$ cat src/rtl/core/ctb_pkg.sv
// ----------------------------------------------------------------------------
// ctb_pkg
// shared types and codes of the countdown timer bank
// ----------------------------------------------------------------------------
package ctb_pkg;

  localparam int SLOT_W   = 4;
  localparam int DELAY_W  = 64;
  localparam int PAY_W    = 32;
  localparam int STATUS_W = 3;
  localparam int REQ_W    = 2;

  typedef logic [REQ_W-1:0]    req_t;
  typedef logic [STATUS_W-1:0] status_t;

  localparam req_t REQ_TICK   = 2'd0;
  localparam req_t REQ_ARM    = 2'd1;
  localparam req_t REQ_DISARM = 2'd2;

  localparam status_t ST_OK      = 3'd0;
  localparam status_t ST_EXPIRED = 3'd1;
  localparam status_t ST_NONE    = 3'd2;
  localparam status_t ST_BUSY    = 3'd3;
  localparam status_t ST_IDLE    = 3'd4;
  localparam status_t ST_ZERO    = 3'd5;

  typedef struct packed {
    logic               armed;
    logic [DELAY_W-1:0] remaining;
    logic [PAY_W-1:0]   payload;
  } cell_t;

endpackage

$ cat src/rtl/core/ctb_cell.sv
// ----------------------------------------------------------------------------
// ctb_cell
// one timer slot of the ring; takes its neighbour's contents on a shift
// ----------------------------------------------------------------------------
module ctb_cell (
  input  logic                  clk,
  input  logic                  rst_n,
  input  logic                  shift_en,
  input  ctb_pkg::cell_t        shift_in,
  input  logic                  wr_en,
  input  logic                  wr_arm,
  input  logic [63:0]           wr_delay,
  input  logic [31:0]           wr_payload,
  output ctb_pkg::cell_t        cell_q
);
  import ctb_pkg::*;

  logic               armed_r;
  logic [DELAY_W-1:0] remaining_r;
  logic [PAY_W-1:0]   payload_r;

  always_ff @(posedge clk) begin
    if (!rst_n) begin
      armed_r <= 1'b0;
    end else if (shift_en) begin
      armed_r <= shift_in.armed;
    end else if (wr_en) begin
      armed_r <= wr_arm;
    end
  end

  // payload storage, no reset
  always_ff @(posedge clk) begin
    if (shift_en) begin
      remaining_r <= shift_in.remaining;
      payload_r   <= shift_in.payload;
    end else if (wr_en && wr_arm) begin
      remaining_r <= wr_delay;
      payload_r   <= wr_payload;
    end
  end

  assign cell_q = '{armed: armed_r, remaining: remaining_r, payload: payload_r};

endmodule

$ cat src/rtl/core/countdown_timer_bank.sv
// ----------------------------------------------------------------------------
// countdown_timer_bank
// bank of one-shot countdown timers held in a ring of slot cells
// ----------------------------------------------------------------------------
// Arm and disarm requests each give one result. A tick rotates
// the ring of SLOTS cells once through a single shared decrement and expiry
// check at its head, one slot per cycle except while a held expiry stalls
// on out_ready low, then gives the final result from S_FLUSH. A new request
// is taken only in S_IDLE with the result register free. Expired
// slots come out in ascending slot order, the last flagged by out_last; a
// tick with no expiry gives one "nothing expired" result. Request code 3 is
// taken and gives no result.
module countdown_timer_bank #(
  parameter int SLOTS = 16
) (
  input  logic                  clk,
  input  logic                  rst_n,
  input  logic                  in_valid,
  output logic                  in_ready,
  input  logic [1:0]            in_req_type,
  input  logic [3:0]            in_slot,
  input  logic [63:0]           in_delay,
  input  logic [31:0]           in_payload,
  output logic                  out_valid,
  input  logic                  out_ready,
  output logic [2:0]            out_status,
  output logic [3:0]            out_timer_slot,
  output logic [31:0]           out_expired_payload,
  output logic                  out_last
);
  import ctb_pkg::*;

  localparam int IW = (SLOTS > 1) ? $clog2(SLOTS) : 1;

  typedef enum logic [2:0] {
    S_IDLE  = 3'b001,
    S_SCAN  = 3'b010,
    S_FLUSH = 3'b100
  } state_t;

  state_t             state_r, state_nxt;
  logic [IW-1:0]      step_r, step_nxt;
  logic               hold_valid_r, hold_valid_nxt;
  logic [SLOT_W-1:0]  hold_slot_r, hold_slot_nxt;
  logic [PAY_W-1:0]   hold_pay_r, hold_pay_nxt;

  logic               out_valid_r, out_valid_nxt;
  status_t            out_status_r, out_status_nxt;
  logic [SLOT_W-1:0]  out_slot_r, out_slot_nxt;
  logic [PAY_W-1:0]   out_pay_r, out_pay_nxt;
  logic               out_last_r, out_last_nxt;

  cell_t              cell_q [SLOTS];
  cell_t              head_proc;
  logic [SLOTS-1:0]   armed_vec;
  logic               out_free;
  logic               in_acc;
  logic               in_bank;
  logic [6:0]         slot_ext;
  logic               sel_armed;
  logic               arm_ok;
  logic               disarm_ok;
  logic               expire;
  logic               stall;
  logic               shift_en;

  assign out_free = !out_valid_r || out_ready;
  assign in_ready = (state_r == S_IDLE) && out_free;
  assign in_acc   = in_valid && in_ready;

  assign slot_ext  = {3'b000, in_slot};
  assign in_bank   = 32'(in_slot) < 32'(SLOTS);
  assign sel_armed = armed_vec[slot_ext[IW-1:0]];
  assign arm_ok    = in_acc && (in_req_type == REQ_ARM) && in_bank && !sel_armed
                     && (in_delay != '0);
  assign disarm_ok = in_acc && (in_req_type == REQ_DISARM) && in_bank && sel_armed;

  // shared head: decrement and expiry check
  assign expire   = (state_r == S_SCAN) && cell_q[0].armed
                    && (cell_q[0].remaining == 64'd1);
  assign stall    = expire && hold_valid_r && !out_free;
  assign shift_en = (state_r == S_SCAN) && !stall;

  always_comb begin
    head_proc           = cell_q[0];
    head_proc.armed     = cell_q[0].armed && (cell_q[0].remaining != 64'd1);
    head_proc.remaining = cell_q[0].remaining - {63'd0, cell_q[0].armed};
  end

  for (genvar i = 0; i < SLOTS; i++) begin : g_cell
    logic wr_en_c;
    assign wr_en_c      = (arm_ok || disarm_ok) && (slot_ext == 7'(i));
    assign armed_vec[i] = cell_q[i].armed;
    ctb_cell u_cell (
      .clk        (clk),
      .rst_n      (rst_n),
      .shift_en   (shift_en),
      .shift_in   ((i == SLOTS - 1) ? head_proc : cell_q[(i + 1) % SLOTS]),
      .wr_en      (wr_en_c),
      .wr_arm     (arm_ok),
      .wr_delay   (in_delay),
      .wr_payload (in_payload),
      .cell_q     (cell_q[i])
    );
  end

  always_comb begin
    state_nxt      = state_r;
    step_nxt       = step_r;
    hold_valid_nxt = hold_valid_r;
    hold_slot_nxt  = hold_slot_r;
    hold_pay_nxt   = hold_pay_r;
    out_valid_nxt  = out_valid_r && !out_ready;
    out_status_nxt = out_status_r;
    out_slot_nxt   = out_slot_r;
    out_pay_nxt    = out_pay_r;
    out_last_nxt   = out_last_r;
    case (state_r)
      S_IDLE: begin
        if (in_acc) begin
          case (in_req_type)
            REQ_TICK: begin
              state_nxt      = S_SCAN;
              step_nxt       = '0;
              hold_valid_nxt = 1'b0;
            end
            REQ_ARM: begin
              out_valid_nxt  = 1'b1;
              out_slot_nxt   = in_slot;
              out_pay_nxt    = '0;
              out_last_nxt   = 1'b1;
              if (!in_bank || sel_armed) begin
                out_status_nxt = ST_BUSY;
              end else if (in_delay == '0) begin
                out_status_nxt = ST_ZERO;
              end else begin
                out_status_nxt = ST_OK;
              end
            end
            REQ_DISARM: begin
              out_valid_nxt  = 1'b1;
              out_slot_nxt   = in_slot;
              out_pay_nxt    = '0;
              out_last_nxt   = 1'b1;
              out_status_nxt = disarm_ok ? ST_OK : ST_IDLE;
            end
            default: begin
            end
          endcase
        end
      end
      S_SCAN: begin
        if (!stall) begin
          if (expire) begin
            if (hold_valid_r) begin
              out_valid_nxt  = 1'b1;
              out_status_nxt = ST_EXPIRED;
              out_slot_nxt   = hold_slot_r;
              out_pay_nxt    = hold_pay_r;
              out_last_nxt   = 1'b0;
            end
            hold_valid_nxt = 1'b1;
            hold_slot_nxt  = SLOT_W'(step_r);
            hold_pay_nxt   = cell_q[0].payload;
          end
          if (step_r == IW'(SLOTS - 1)) begin
            state_nxt = S_FLUSH;
          end else begin
            step_nxt = step_r + IW'(1);
          end
        end
      end
      S_FLUSH: begin
        if (out_free) begin
          out_valid_nxt  = 1'b1;
          out_last_nxt   = 1'b1;
          out_status_nxt = hold_valid_r ? ST_EXPIRED : ST_NONE;
          out_slot_nxt   = hold_valid_r ? hold_slot_r : '0;
          out_pay_nxt    = hold_valid_r ? hold_pay_r : '0;
          hold_valid_nxt = 1'b0;
          state_nxt      = S_IDLE;
        end
      end
      default: begin
        state_nxt = S_IDLE;
      end
    endcase
  end

  always_ff @(posedge clk) begin
    if (!rst_n) begin
      state_r      <= S_IDLE;
      step_r       <= '0;
      hold_valid_r <= 1'b0;
      out_valid_r  <= 1'b0;
    end else begin
      state_r      <= state_nxt;
      step_r       <= step_nxt;
      hold_valid_r <= hold_valid_nxt;
      out_valid_r  <= out_valid_nxt;
    end
  end

  always_ff @(posedge clk) begin
    hold_slot_r  <= hold_slot_nxt;
    hold_pay_r   <= hold_pay_nxt;
    out_status_r <= out_status_nxt;
    out_slot_r   <= out_slot_nxt;
    out_pay_r    <= out_pay_nxt;
    out_last_r   <= out_last_nxt;
  end

  assign out_valid           = out_valid_r;
  assign out_status          = out_status_r;
  assign out_timer_slot      = out_slot_r;
  assign out_expired_payload = out_pay_r;
  assign out_last            = out_last_r;

`ifndef ASSERT_OFF
  a_no_accept_in_scan: assert property (@(posedge clk) disable iff (!rst_n)
    (state_r == S_SCAN) |-> !in_ready)
    else $error("input taken during scan");

  a_flush_gives_last: assert property (@(posedge clk) disable iff (!rst_n)
    (state_r == S_FLUSH && out_free) |=> (out_valid_r && out_last_r))
    else $error("flush did not give final result");

  a_hold_clear_idle: assert property (@(posedge clk) disable iff (!rst_n)
    (state_r == S_IDLE) |-> !hold_valid_r)
    else $error("held expiry left in idle");

  a_non_expiry_last: assert property (@(posedge clk) disable iff (!rst_n)
    (out_valid_r && out_status_r != ST_EXPIRED) |-> out_last_r)
    else $error("single result without last");

  a_no_shift_on_stall: assert property (@(posedge clk) disable iff (!rst_n)
    stall |=> (state_r == S_SCAN && $stable(step_r)))
    else $error("scan moved while stalled");
`endif

endmodule
$ cat config.mk
export PLATFORM = sky130hd
export DESIGN_NAME = countdown_timer_bank
export DESIGN_NICKNAME = d
export VERILOG_FILES = /design/src/rtl/core/ctb_pkg.sv /design/src/rtl/core/ctb_cell.sv /design/src/rtl/core/countdown_timer_bank.sv
export SDC_FILE = /design/constraint.sdc
export NUM_CORES = 2
export LEC_CHECK = 0
export ABC_AREA = 1
export ABC_CLOCK_PERIOD_IN_PS = 7740
export BUFFER_PORTS_ARGS = -buffer_cell sky130_fd_sc_hd__buf_2
export CAP_MARGIN = 15
export CORE_ASPECT_RATIO = 1.4
export CORE_UTILIZATION = 30
export CTS_CLUSTER_DIAMETER = 200
export DETAILED_ROUTE_END_ITERATION = 12
export HOLD_SLACK_MARGIN = 0.15
export SYNTH_ARGS = -nofsm -noshare
export SYNTH_HDL_FRONTEND = slang
export SYNTH_HIERARCHICAL = 1
export SYNTH_SLANG_ARGS = --single-unit
$ cat constraint.sdc
create_clock -name clk -period 7.74 [get_ports clk]
set_clock_uncertainty 0.2 [all_clocks]
set_input_delay 1.548 -clock clk [delete_from_list [all_inputs] [get_ports clk]]
set_output_delay 1.548 -clock clk [all_outputs]
set_load 0.03 [all_outputs]
# After elaboration in Yosys (flattened, before gate mapping)
# Cells that the tools add are included.
# op_classes
n_addsub	2
order_cmp	1
eq_ne	33
muxes	156
bitwise	1
reduce_logical	98
# ops
operator	count
$mux W64	32
$mux W32	39
$pmux W32 S3	1
$reduce_bool A2 Y1	33
$eq A64 B1 Y1 const B	1
$logic_not A64 Y1	1
$ne A64 B1 Y1 const B	1
$reduce_bool A64 Y1	1
$sub A64 B1 Y64	1
$mux W1	50
$logic_and A1 B1 Y1	46
$mux W4	11
$mux W3	13
$eq A4 B4 Y1 const B	9
$pmux W3 S3	2
$eq A4 B3 Y1 const B	4
$ne A2 B2 Y1 const B	7
$reduce_and A7 Y1	2
$pmux W4 S3	1
$reduce_and A5 Y1	2
$pmux W1 S3	3
$eq A4 B2 Y1 const B	2
$pmux W4 S2	1
$logic_not A7 Y1	1
other kinds (21)	27
# word_totals
regBits	1637
wordCells	349

# Logic depth before layout (Yosys ltp)
# logic_depth
ltp_word	12
depth_mapped	15
ltp_nobuf	15

# By module
# Netlist, hierarchy kept.
# modules_own_cells
mod	instances	cells_per_inst	area_per_inst_um2	seq_area_each_um2
ctb_cell	16	415	4165.2	2902.8
countdown_timer_bank	1	755	5763.0	2462.4

# Worst setup path after synthesis
# Ideal clock, no wire load.
# synth_path
kind	in2reg
start	input out_ready
end	register g_cell[10].u_cell.payload_r[0], enable pin
setup_time_ns	0.459
arrival_time_ns	4.888
path_slack_ns	2.194
path_stages	9
path_buffers	0
cell_sequence	nor2_1 > nor2_1 > and3_1 > nand3_1 > nand2_1 > nand2_1 > nor2_1 > nand2_1 > nand2_1
# synth_between
elab_chain_cells	10
# synth_rtl
item	line	text
start: declaration	countdown_timer_bank.sv:25	input logic out_ready,
$logic_or A1 B1 Y1 (*)	countdown_timer_bank.sv:67	assign out_free = !out_valid_r || out_ready;
$logic_and A1 B1 Y1 (*)	countdown_timer_bank.sv:68	assign in_ready = (state_r == S_IDLE) && out_free;
via in_ready	countdown_timer_bank.sv:19	output logic in_ready,
$logic_and A1 B1 Y1 (*)	countdown_timer_bank.sv:69	assign in_acc = in_valid && in_ready;
$logic_and A1 B1 Y1 (2 in series)	countdown_timer_bank.sv:74	assign arm_ok = in_acc && (in_req_type == REQ_ARM) && in_bank && !sel_armed
$logic_and A1 B1 Y1	countdown_timer_bank.sv:75	&& (in_delay != '0);
$logic_or A1 B1 Y1 (*)	countdown_timer_bank.sv:92	assign wr_en_c = (arm_ok || disarm_ok) && (slot_ext == 7'(i));
$logic_and A1 B1 Y1 (*)	countdown_timer_bank.sv:92	
via g_cell[10].wr_en_c	countdown_timer_bank.sv:91	logic wr_en_c;
$logic_and A1 B1 Y1 (*)	ctb_cell.sv:37	end else if (wr_en && wr_arm) begin
$reduce_bool A2 Y1 (no source line) (*)	n/a	
end signal: assignment	ctb_cell.sv:36	payload_r <= shift_in.payload;
end signal: assignment	ctb_cell.sv:39	payload_r <= wr_payload;
end: declaration	ctb_cell.sv:20	logic [PAY_W-1:0] payload_r;
# The timed path passes the listed nets; every way through them passes the cells marked *.
# A chain may end at the register's enable or synchronous reset.

# Final worst setup path
# layout_path
start	input in_delay[30]
end	register g_cell[10].u_cell.payload_r[19], enable pin
# layout_between
elab_chain_cells	6
# layout_rtl
item	line	text
start: declaration	countdown_timer_bank.sv:22	input logic [63:0] in_delay,
$reduce_bool A64 Y1	countdown_timer_bank.sv:75	
$logic_and A1 B1 Y1	countdown_timer_bank.sv:75	
$logic_or A1 B1 Y1	countdown_timer_bank.sv:92	
$logic_and A1 B1 Y1	countdown_timer_bank.sv:92	
via g_cell[10].wr_en_c	countdown_timer_bank.sv:91	
$logic_and A1 B1 Y1	ctb_cell.sv:37	
$reduce_bool A2 Y1 (no source line)	n/a	
# The timed path passes the listed nets, and every way through them passes these cells.

==> impl_metrics.tcl <==
set metrics [dict create \
    grtUsageTotal_pct 16.8 \
    synth_compound_area_share_pct 0.365 \
    synth_top_family_by_area "simple AND/OR/NAND/NOR gates" \
    worst_ep_required_time_ps 7960 \
    syn_avg_cell_area_um2 9.79 \
    synthArstFlopShare_pct 0 \
    post-synth-top-count-cell "nand2_1" \
    cts_tree "done" \
    rsz0062_at_grt "false" \
    ant_nets 0 \
    slew_viol_final 0 \
    power_leakage_nw 33.2 \
    synth_cell_types 41 \
    fin_tns_setup_ps 0 \
    dieArea_um2 243000 \
    vias 50500 \
    grt_pass1_wl_um 311000 \
    firstDrtPassIters 6 \
    ys_top_cells_by_count "4754 x nand2_1, 1612 x edfxtp_1, 279 x nor2_1, 209 x buf_2, 130 x inv_1" \
    p_per_area_nw_per_um2 286 \
    outcome "finished clean" \
    synth_fa_ha_area_share_pct 0.104 \
    rows 213 \
    port_buffers 147 \
    synth_top_cell_area_share_pct 66.9 \
    dp_hpwl_um 123000 \
    peakVddDrop_uv 224 \
    seq_area_frac_synth_pct 67.5 \
    startpoint "in_delay[30]" \
    rr_worst_depth 10 \
    synth.largest_area_cell "edfxtp_1" \
    fp.coreArea_um2 240000 \
    fillers 24000 \
    total_power_w 0.0232 \
    cts-resized-gates 0 \
    fin_nets 7528 \
    cp.arrival_ps 5220 \
    path_class "in2reg" \
    syn2layout_area_growth_pct 11.9 \
    syn-cell-area_um2 72400 \
    critPathLaunchType "input port" \
    synth_edf_count 1612 \
    stdcell_count 10800 \
    final-setup-viol-count 0 \
    antenna_found_initial 44 \
    crit_end "g_cell[10].u_cell/payload_r[19]$_DFFE_PP_" \
    dieWidth_um 417 \
    fmax_mhz 200 \
    postSynthCellCount 7395 \
    reg2reg_from "state_r[0]$_SDFFE_PN1P_" \
    synthXorXnorAreaFrac_pct 0.785 \
    drive_above_1_share_pct 7.02 \
    finalCriticalPeriod_ps 5010 \
    ys.flop_type "edfxtp_1" \
    clk_pin_slew_ps 60 \
    cts_made_buffers 171 \
    hold_buffers 0 \
    synthSimpleGateAreaFrac_pct 27.1 \
    setup_ws_ps 2730 \
    wirelength_um 207000 \
    r2r_slack_ps 2740 \
    wire_per_inst_um 19.2 \
    cp_max_fo 53 \
    place_inst 10500 \
    min-delay-path-class "reg2reg" \
    grt_max_degree 248 \
    ys_top_cells_by_area "edfxtp_1 67%, nand2_1 25%, nor2_1 1.4%" \
    hold_viol 0 \
    end_kind "register" \
    root_buffer "clkbuf_16" \
    grt_overflow_total 0 \
    synth.area.mux_share_pct 0 \
    die_y_um 583 \
    cts_setup_buffers 0 \
    htreeDepth 4 \
    vias_per_cell 4.68 \
    first_iter_violations 5655 \
    syn-num-nets 7507 \
    grt_pass1_vias 49400 \
    r2r-end "g_cell[3].u_cell/remaining_r[2]$_DFFE_PP_" \
    insertion_delay_ps 810 \
    drc 0 \
    yosysWarnings 6 \
    worst_slew_pin_slew_ps 1190 \
    cap_viol_max_count 0 \
    place_ws_ps 2000 \
    period_share_pct 64.7 \
    relSlewSlack_pct 20.7 \
    cts_buffer_depth 3 \
    start_util_pct 30.2 \
    place.gp.congestion 0.870 \
    cts_num_sinks 1637 \
    io-pin-count 148 \
    worst_hold_slack_ps 266 \
    synth_seq_cells 1637 \
]
-- final cells by class --
cell class                      instances  area [µm²]  share of cell area (%)
Antenna cell                           11        27.5                  0.0340
Clock buffer                          198        4380                    5.41
Clock inverter                        111        1130                    1.39
Inverter                              147         592                   0.731
Multi-Input combinational cell       5254       20700                    25.5
Sequential cell                      1637       48900                    60.4
Tap cell                             3225        4040                    4.98
Timing Repair Buffer                  205        1260                    1.55
-- worst min-delay path by stage --
stage	startpoint	endpoint	slack, ps	depth (start not counted)
after floorplan	g_cell[0].u_cell/payload_r[0]$_DFFE_PP_	hold_pay_r[0]$_DFFE_PP_	230	0
after global placement	g_cell[0].u_cell/payload_r[8]$_DFFE_PP_	hold_pay_r[8]$_DFFE_PP_	240	0
after detailed placement	g_cell[0].u_cell/payload_r[9]$_DFFE_PP_	hold_pay_r[9]$_DFFE_PP_	250	0
after CTS	g_cell[0].u_cell/payload_r[1]$_DFFE_PP_	hold_pay_r[1]$_DFFE_PP_	270	0
after global routing	g_cell[0].u_cell/payload_r[10]$_DFFE_PP_	hold_pay_r[10]$_DFFE_PP_	290	0
final	g_cell[0].u_cell/payload_r[1]$_DFFE_PP_	hold_pay_r[1]$_DFFE_PP_	270	0
-- critical path, stage by stage --
cell and delay (ps):
buf_2 360, nor2_1 140, nand2_1 100, nor2_1 140, nand4_1 240, inv_1 120, nand4_1 160, nand3_1 140
nand2_1 160, nand2_1 150, nor2_1 210, nand2_1 130, nand2_4 670, buf_4 880
-- logic make-up (layout without fill, tap and decap cells) --
family | count (synthesis) | in the layout
AOI/OAI and AO/OA | 46 | 46
adders and majority gates | 6 | 6
xor gates and xnor gates | 64 | 64
buffers and inverters | 504 | 661
other | 0 | 11
DFF | 1637 | 1637
and+or+nand+nor | 5138 | 5138
-- state kept, by name, summed over array words and instances (netlist names), 4 cells and up --
name	count
g_cell.u_cell/remaining_r	1024
hold_pay_r	32
g_cell.u_cell/armed_r	16
out_timer_slot	4
hold_slot_r	4
out_expired_payload	32
g_cell.u_cell/payload_r	512
step_r	4
-- placed cells by master (no fill, tap or decap), drive strengths merged --
cell	netlist	final
nand2	4764	4764
edfxtp	1612	1612
nor2	301	301
buf	353	205
clkbuf	4	198
inv	147	159
clkinv	0	75
xor2	34	34
xnor2	30	30
nand3	30	30
o21ai	26	26
dfxtp	25	25
bufinv	0	17
nor3	16	16
nand4	13	13
diode	0	11
a22oi	8	8
nor4	7	7
clkinvlp	0	7
ha	6	6
o22ai	5	5
a21oi	5	5
nand3b	3	3
and3	2	2
or2	1	1
nor4b	1	1
a211oi	1	1
a31oi	1	1
-- stage by stage --
step,cell area [µm²],utilization (%)
floorplan,72400,-
global placement,75500,31.4
detailed placement,75500,31.4
CTS,81000,33.7
global route,81000,33.7
finish,81000,33.7
-- report_power, final --
group	switching (W)	internal, W
clock network	0.00359	0.00465
registers	0.000291	0.0110
logic	0.00287	0.000765
total	0.00674	0.0165
-- metal layers --
layer | global-route usage [%] | vias up | part of all wire, %
met3 | 2.63 | 356 | 7.1
li1 | - | 23800 | -
met4 | 5.13 | 12 | 2.9
met1 | 21.8 | 24400 | 41
met2 | 28.6 | 1942 | 49
met5 | 0 | - | 0.036
(Power assumes the default switching activity.)
